$ cat src/fbs_pkg.sv
package fbs_pkg;

    // Item kinds
    localparam logic [1:0] KIND_WRITE = 2'd0;
    localparam logic [1:0] KIND_READ  = 2'd1;
    localparam logic [1:0] KIND_CLEAR = 2'd2;
    localparam logic [1:0] KIND_SCAN  = 2'd3;

    // Configuration register indexes
    localparam logic CFG_WIDTH  = 1'b0;
    localparam logic CFG_HEIGHT = 1'b1;

    localparam logic [9:0] CFG_DIM_RESET = 10'd512;
    localparam logic [7:0] ALPHA_OPAQUE  = 8'd255;

    typedef struct packed {
        logic [1:0] kind;
        logic [8:0] pos_x;
        logic [8:0] pos_y;
        logic [7:0] in_red;
        logic [7:0] in_green;
        logic [7:0] in_blue;
        logic [7:0] in_alpha;
    } in_item_t;

    typedef struct packed {
        logic [7:0] out_red;
        logic [7:0] out_green;
        logic [7:0] out_blue;
        logic [7:0] out_alpha;
        logic       outside_frame;
        logic       scan_last;
    } out_item_t;

    // Stored pixel, red in the low byte
    typedef struct packed {
        logic [7:0] alpha;
        logic [7:0] blue;
        logic [7:0] green;
        logic [7:0] red;
    } pixel_t;

    typedef enum logic [2:0] {
        ADDR_HOLD,
        ADDR_ITEM,
        ADDR_SCAN,
        ADDR_ZERO,
        ADDR_INC
    } addr_op_t;

    typedef struct packed {
        logic     item_load;
        addr_op_t addr_op;
        logic     scan_prep;
        logic     div_start;
        logic     scan_load_div;
        logic     mem_read;
        logic     mix_load;
        logic     mem_write;
        logic     out_load;
        logic     scan_step;
    } ctrl_cmd_t;

    typedef struct packed {
        logic [1:0] kind;
        logic       in_frame;
        logic       opaque;
        logic       scan_pos_ok;
        logic       div_busy;
        logic       clr_last;
    } dp_status_t;

endpackage

$ cat src/fbs_ctrl.sv
module fbs_ctrl (
    input  logic                 clk,
    input  logic                 rst_n,
    input  logic                 start,
    input  fbs_pkg::dp_status_t  status,
    output fbs_pkg::ctrl_cmd_t   cmd,
    output logic                 busy,
    output logic                 done
);

    import fbs_pkg::*;

    typedef enum logic [3:0] {
        S_IDLE,
        S_DECODE,
        S_DIV_RUN,
        S_SCAN_ADDR,
        S_MEM_RD,
        S_BLEND,
        S_WRITE_BACK,
        S_CLR,
        S_EMIT
    } state_t;

    state_t state_reg;
    state_t state_next;
    logic   busy_reg;
    logic   busy_next;
    logic   done_reg;
    logic   done_next;

    always_comb
    begin
        state_next = state_reg;
        busy_next  = busy_reg;
        done_next  = 1'b0;
        cmd        = '{addr_op: ADDR_HOLD, default: 1'b0};

        case (state_reg)
            S_IDLE:
            begin
                if (start)
                begin
                    cmd.item_load = 1'b1;
                    busy_next     = 1'b1;
                    state_next    = S_DECODE;
                end
            end
            S_DECODE:
            begin
                case (status.kind)
                    KIND_WRITE:
                    begin
                        cmd.addr_op = ADDR_ITEM;
                        if (!status.in_frame)
                        begin
                            busy_next  = 1'b0;
                            state_next = S_IDLE;
                        end
                        else if (status.opaque)
                            state_next = S_WRITE_BACK;
                        else
                            state_next = S_MEM_RD;
                    end
                    KIND_READ:
                    begin
                        cmd.addr_op = ADDR_ITEM;
                        state_next  = status.in_frame ? S_MEM_RD : S_EMIT;
                    end
                    KIND_CLEAR:
                    begin
                        cmd.addr_op = ADDR_ZERO;
                        state_next  = S_CLR;
                    end
                    default:
                    begin
                        cmd.scan_prep = 1'b1;
                        if (status.scan_pos_ok)
                            state_next = S_SCAN_ADDR;
                        else
                        begin
                            cmd.div_start = 1'b1;
                            state_next    = S_DIV_RUN;
                        end
                    end
                endcase
            end
            S_DIV_RUN:
            begin
                if (!status.div_busy)
                begin
                    cmd.scan_load_div = 1'b1;
                    state_next        = S_SCAN_ADDR;
                end
            end
            S_SCAN_ADDR:
            begin
                cmd.addr_op = ADDR_SCAN;
                state_next  = S_MEM_RD;
            end
            S_MEM_RD:
            begin
                cmd.mem_read = 1'b1;
                state_next   = (status.kind == KIND_WRITE) ? S_BLEND : S_EMIT;
            end
            S_BLEND:
            begin
                cmd.mix_load = 1'b1;
                state_next   = S_WRITE_BACK;
            end
            S_WRITE_BACK:
            begin
                cmd.mem_write = 1'b1;
                busy_next     = 1'b0;
                state_next    = S_IDLE;
            end
            S_CLR:
            begin
                cmd.mem_write = 1'b1;
                cmd.addr_op   = ADDR_INC;
                if (status.clr_last)
                begin
                    busy_next  = 1'b0;
                    state_next = S_IDLE;
                end
            end
            S_EMIT:
            begin
                cmd.out_load  = 1'b1;
                cmd.scan_step = status.kind == KIND_SCAN;
                done_next     = 1'b1;
                busy_next     = 1'b0;
                state_next    = S_IDLE;
            end
            default:
            begin
                busy_next  = 1'b0;
                state_next = S_IDLE;
            end
        endcase
    end

    always_ff @(posedge clk or negedge rst_n)
    begin
        if (!rst_n)
        begin
            state_reg <= S_IDLE;
            busy_reg  <= 1'b0;
            done_reg  <= 1'b0;
        end
        else
        begin
            state_reg <= state_next;
            busy_reg  <= busy_next;
            done_reg  <= done_next;
        end
    end

    assign busy = busy_reg;
    assign done = done_reg;

endmodule

$ cat config.mk
export PLATFORM = sky130hd
export DESIGN_NAME = fbs_ctrl
export DESIGN_NICKNAME = d
export VERILOG_FILES = /design/src/fbs_pkg.sv /design/src/fbs_ctrl.sv
export SDC_FILE = /design/constraint.sdc
export NUM_CORES = 1
export LEC_CHECK = 0
export BUFFER_PORTS_ARGS = -buffer_cell sky130_fd_sc_hd__buf_2
export CELL_PAD_IN_SITES_DETAIL_PLACEMENT = 0
export CELL_PAD_IN_SITES_GLOBAL_PLACEMENT = 1
export CORE_UTILIZATION = 35
export DETAILED_ROUTE_END_ITERATION = 10
export HOLD_SLACK_MARGIN = 0.05
export PLACE_DENSITY_LB_ADDON = 0.05
export SYNTH_ARGS = -nofsm -noshare
export SYNTH_HDL_FRONTEND = slang
export SYNTH_SLANG_ARGS = --single-unit
$ cat constraint.sdc
create_clock -name clk -period 1.99 [get_ports clk]
set_clock_uncertainty 0.05 [all_clocks]
set_input_delay 0.199 -clock clk [delete_from_list [all_inputs] [get_ports clk]]
set_output_delay 0.199 -clock clk [all_outputs]
set_load 0.05 [all_outputs]
==> impl_metrics.ini, run 1 <==
[critical_path]
cp_max_fo = 11
required_ns = 1.74
ff2ff_setup_slack_ns = 0.50
path_class = reg2out
arrival_ns = 1.62
cp-start-kind = register
end_kind = output port

[run_status]
status = finished clean

[logic_synthesis]
syn_area_um2 = 570.5
synth-main-ff-cell = dfrtp_1
synthCells = 66
syn_nets = 76
syn_avg_cell_area_um2 = 8.645
synth-warning-count = 0
ys_ff_latch = 6
synth_edf_count = 0
async_flop_share_pct = 100.0
synth.distinct_cells = 33
seq_area_frac_synth_pct = 26.32

[sta]
grt_setup_unrepaired = no
fin_setup_tns_ns = 0
period_share_pct = 93.99
final-max-slew-violation-count = 0
finalHoldViolCount = 0
fmax_mhz = 534.7
slew_headroom_pct = 74.99
tightest_slew_ns = 0.3752
finalSetupViolations = 0
period_minus_slack_ns = 1.870

[drt]
firstDrtPassIters = 4
drc = 0
vias_per_cell = 5.355
drt_wl_total_um = 1498
antenna_left = 0
detail_route.wl_per_cell_um = 14.00
drt_iter0_drc = 15
vias = 573

[pwr]
swShare_pct = 56.81
seqPwrFrac_pct = 20.9
p_comb_share_pct = 69.7
p_sw_uw = 700.3
power_density_nw_per_um2 = 1678
leakage_nw = 0.3452
power.share.clock_pct = 9.4
peakVddDrop_mv = 0.5293
intPower_uw = 532.4
p_total_mw = 1.233

[cts]
post_cts_buffers = 0
root_buffer = clkbuf_4
numCtsBuffers = 3
cts_tree = built
clock_latency_ns = 0.25
cts_sinks = 6
h-tree-depth = 1
clk_pin_slew_ns = 0.05
cts_buffer_depth = 2

[hold_path]
min_path_type = in2reg

[global_routing]
grt_pass1_vias = 550
grt_antenna_before_repair = 0
grt_pass1_wl_um = 2546
overflow = 0
grt_max_degree = 12
grt_usage_pct = 19.05

[placement]
dp_hpwl_um = 1130
gp_congestion = 0.7532
io_buffers = 23
dp_cells = 103

[flow_run]
max_cap_viol_count = 0

[floorplanning]
coreArea_um2 = 1506
fp-row-count = 14
ios = 24
die-height_um = 42.38
die_x_um = 42.38
start_util_pct = 37.87
die-area_um2 = 1796

[finish]
drive_gt1_share_pct = 48.35
antenna_cells = 0
fin_cells = 107
ff_latch_area_um2 = 150.1
syn_to_final_growth_pct = 28.73
final_util_pct = 48.75
nFillCells = 162
nets = 103
largest_reg_flops = 4
multi_input_area_um2 = 382.9
## repair_timing
item	CTS	global route
setup endpoints to repair	0	1
hold buffers	1	0
resized for setup	0	1
hold endpoints to repair	6	0
## metal layers
layer,vias up,GRT usage [%],wire [µm]
met3,0,5.172,63
met5,-,0,0
met4,0,5.625,0
met1,262,26.42,726
met2,20,28.92,709
li1,291,-,-
## worst max-delay path, stage by stage, from the launching register on
cell and delay, ns:
dfrtp_1 0.50, or2_1 0.35, nor4_2 0.23, buf_2 0.30
## cell type report
class,count,share of cell area [%]
multi-input cells,52,52.13
flip-flops and latches,6,20.44
repair buffers,27,20.10
clock buffers,3,3.066
well taps,16,2.726
inverters,3,1.533
## metrics by stage
step	setup WS, ns	hold WS, ns	instance area (µm²)
after floorplan	-0.008973	-0.1466	593.1
after global placement	0.3524	-0.01957	701.9
final	0.1197	0.1764	734.5
after detailed placement	0.3656	-0.01776	701.9
after CTS	0.09660	0.1720	734.5
after global routing	0.04802	0.1794	734.5
## cell usage after synthesis (2+ instances only)
library cell  count  share of area, %
buf_4             2               2.6
inv_1             3               2.0
a21oi_1           3               2.6
nor4_1            3               3.3
nor2_1           10               6.6
o2bb2ai_1         2               3.1
nand2b_1          2               2.2
dfrtp_1           6                26
nand2_1           6               3.9
nor2b_1           2               2.2
buf_6             3               5.9
o21ai_1           2               1.8
and3_4            2               3.9
## layout by cell type (no fill, tap or decap), types with 2 or more instances in the layout
| cell | Yosys | layout |
|---|---|---|
| inv_1 | 3 | 2 |
| dfrtp_1 | 6 | 6 |
| nand2_1 | 6 | 6 |
| nor4_2 | 0 | 2 |
| o21ai_1 | 2 | 2 |
| nor2_2 | 1 | 2 |
| nand2b_1 | 2 | 2 |
| buf_4 | 2 | 3 |
| o2bb2ai_1 | 2 | 2 |
| and3_4 | 2 | 2 |
| clkbuf_4 | 0 | 3 |
| buf_2 | 0 | 23 |
| a21oi_1 | 3 | 3 |
| nor2_1 | 10 | 9 |
## logic make-up after synthesis
| group | Yosys count | share of synthesized area, % |
|---|---|---|
| mux | 1 | 1.754 |
| simple gates | 34 | 37.06 |
| flops | 6 | 26.32 |
| compound gates | 17 | 24.35 |
| buf+inv | 8 | 10.52 |
## path summary, 6_finish.rpt
path,endpoint,cells after the start,startpoint
min in group asynchronous,done,2,rst_n
worst min-delay path,state_reg[2],3,status[4]
worst max register to register,state_reg[1],4,state_reg[0]
max in group asynchronous,busy,2,rst_n
worst max-delay path,cmd[0],3,state_reg[1]
worst min register to register,busy,1,busy
## power by group through the flow
stage	clock network [mW]	registers (mW)	logic [mW]
2_1_floorplan	0	0.261	0.709
3_3_place_gp	0	0.258	0.864
3_5_place_dp	0	0.258	0.854
4_1_cts	0.120	0.256	0.859
5_1_grt	0.128	0.269	0.924
6_report	0.116	0.258	0.859
(Power assumes the default switching activity.)
==> inputs of run 2 (changes only) <==
--- a/config.mk
+++ b/config.mk
@@ -8,7 +8,7 @@
 export BUFFER_PORTS_ARGS = -buffer_cell sky130_fd_sc_hd__buf_2
 export CELL_PAD_IN_SITES_DETAIL_PLACEMENT = 0
 export CELL_PAD_IN_SITES_GLOBAL_PLACEMENT = 1
-export CORE_UTILIZATION = 35
+export CORE_UTILIZATION = 29
 export DETAILED_ROUTE_END_ITERATION = 10
 export HOLD_SLACK_MARGIN = 0.05
 export PLACE_DENSITY_LB_ADDON = 0.05
==> constraint.sdc (replaced) <==
create_clock -name clk -period 1.65 [get_ports clk]
set_clock_uncertainty 0.05 [all_clocks]
set_input_delay 0.165 -clock clk [delete_from_list [all_inputs] [get_ports clk]]
set_output_delay 0.165 -clock clk [all_outputs]
set_load 0.05 [all_outputs]
==> impl_metrics.ini, run 2 (synthesis results as in run 1) <==
[run_status]
status = finished clean

[sta]
finalSetupViolations = 0
fmax_mhz = 615.1
period_minus_slack_ns = 1.626
finalHoldViolCount = 0
period_share_pct = 98.53
slew_headroom_pct = 77.86
final-max-slew-violation-count = 0
fin_ws_ns = 0.02426
grt_setup_unrepaired = yes
tightest_slew_ns = 0.3279

[drt]
drc = 0
firstDrtPassIters = 3
antenna_left = 0
detail_route.wl_per_cell_um = 12.92
vias_per_cell = 4.875
drt_wl_total_um = 1550
drt_iter0_drc = 15
vias = 585

[placement]
dp_cells = 116
dp_hpwl_um = 1245
dp_slack_ns = 0.1030
io_buffers = 23
gp_congestion = 0.8106

[cts]
cts_buffer_depth = 2
numCtsBuffers = 3
cts_tree = built
root_buffer = clkbuf_4
h-tree-depth = 1
clock_latency_ns = 0.24
clk_pin_slew_ns = 0.04
cts_sinks = 6

[pwr]
leakage_nw = 0.3755
peakVddDrop_mv = 0.8404
power_density_nw_per_um2 = 1939

[critical_path]
path_class = reg2out
end_kind = output port
required_ns = 1.43
cp-start-kind = register
arrival_ns = 1.41
cp_max_fo = 5

[finish]
drive_gt1_share_pct = 56.84
fin_cells = 120
nFillCells = 182
nets = 107
final_cell_mix = 15 x buf_2, 8 x nor2_1, 8 x buf_4
syn_to_final_growth_pct = 51.97
largest_reg_flops = 4
antenna_cells = 0
final_common_cell = buf_2

[global_routing]
grt_max_degree = 18
grt_pass1_vias = 537
grt_usage_pct = 15.68
overflow = 0
grt_pass1_wl_um = 2373
grt_antenna_before_repair = 0

[floorplanning]
die-height_um = 46.36
start_util_pct = 32.00
die-area_um2 = 2149
coreArea_um2 = 1783
ios = 24
die_x_um = 46.36
fp-row-count = 15

[flow_run]
max_cap_viol_count = 0

[hold_path]
min_path_type = in2reg
-- run 2: cell count changes in the layout (fill, tap and decap cells not counted), sizes merged --
cell,before,now
buf,26,29
clkbuf,3,4
-- run 2: what timing repair did --
action | in CTS | in global routing
resized for setup | 10 | 10
setup endpoints to repair | 7 | 8
hold endpoints to repair | 6 | 0
pin swaps | 0 | 1
hold buffers | 1 | 0
buffers inserted | 0 | 0
-- run 2: worst max-delay path, cell delays in order (launching register included) --
cell      delay [ns]
dfrtp_2         0.43
nand2b_4        0.17
nor4_4          0.22
nor2b_4         0.19
buf_6           0.16
-- run 2: layer usage --
metal / wire length [µm] / GRT usage [%] / part of all wire, % / up-vias
met2: 739 / 23.61 / 48 / 18
met5: 0 / 0 / 0 / -
li1: - / - / - / 300
met3: 74 / 3.922 / 4.8 / 0
met1: 736 / 22.17 / 47 / 267
met4: 0 / 3.529 / 0 / 0
-- run 2: through the flow --
| step | instance area, µm² | total power, mW | hold WS (ns) | setup TNS [ns] | utilization (%) |
|---|---|---|---|---|---|
| after floorplan | 613.1 | 1.205 | -0.1806 | -0.5780 | - |
| after global placement | 772.0 | 1.462 | -0.05549 | 0 | 43.30 |
| after detailed placement | 772.0 | 1.450 | -0.05421 | 0 | 43.30 |
| after CTS | 830.8 | 1.638 | 0.1470 | 0 | 46.60 |
| after global routing | 867.1 | 1.795 | 0.1672 | -0.1220 | 48.63 |
| final | 867.1 | 1.682 | 0.1466 | 0 | 48.63 |
-- run 2: final timing paths --
| kind | startpoint | endpoint | slack, ns | cells past startpoint |
|---|---|---|---|---|
| min in group asynchronous | rst_n | state_reg[2] | 0.23 | 2 |
| worst min register to register | busy | busy | 0.45 | 1 |
| worst min-delay path | status[4] | state_reg[2] | 0.15 | 3 |
| worst max-delay path | state_reg[1] | cmd[6] | 0.02 | 4 |
| max in group asynchronous | rst_n | state_reg[0] | 1.16 | 2 |
| worst max register to register | state_reg[0] | state_reg[1] | 0.29 | 4 |
-- run 2: cell type report --
cell class	count	area, µm²	share of cell area [%]
Inverter	3	11.26	1.299
Tap cell	25	31.28	3.608
Multi-Input combinational cell	52	420.4	48.48
Sequential cell	6	152.6	17.60
Clock buffer	3	22.52	2.597
Timing Repair Buffer	31	229.0	26.41
-- run 2: report_power, final --
| part | switching, mW | leakage [nW] | total (mW) | internal [mW] |
|---|---|---|---|---|
| clock | 0.0513 | 0.0138 | 0.134 | 0.0822 |
| combinational | 0.789 | 0.286 | 1.28 | 0.488 |
| sequential | 0.0594 | 0.0752 | 0.270 | 0.211 |
| total | 0.900 | 0.375 | 1.68 | 0.782 |
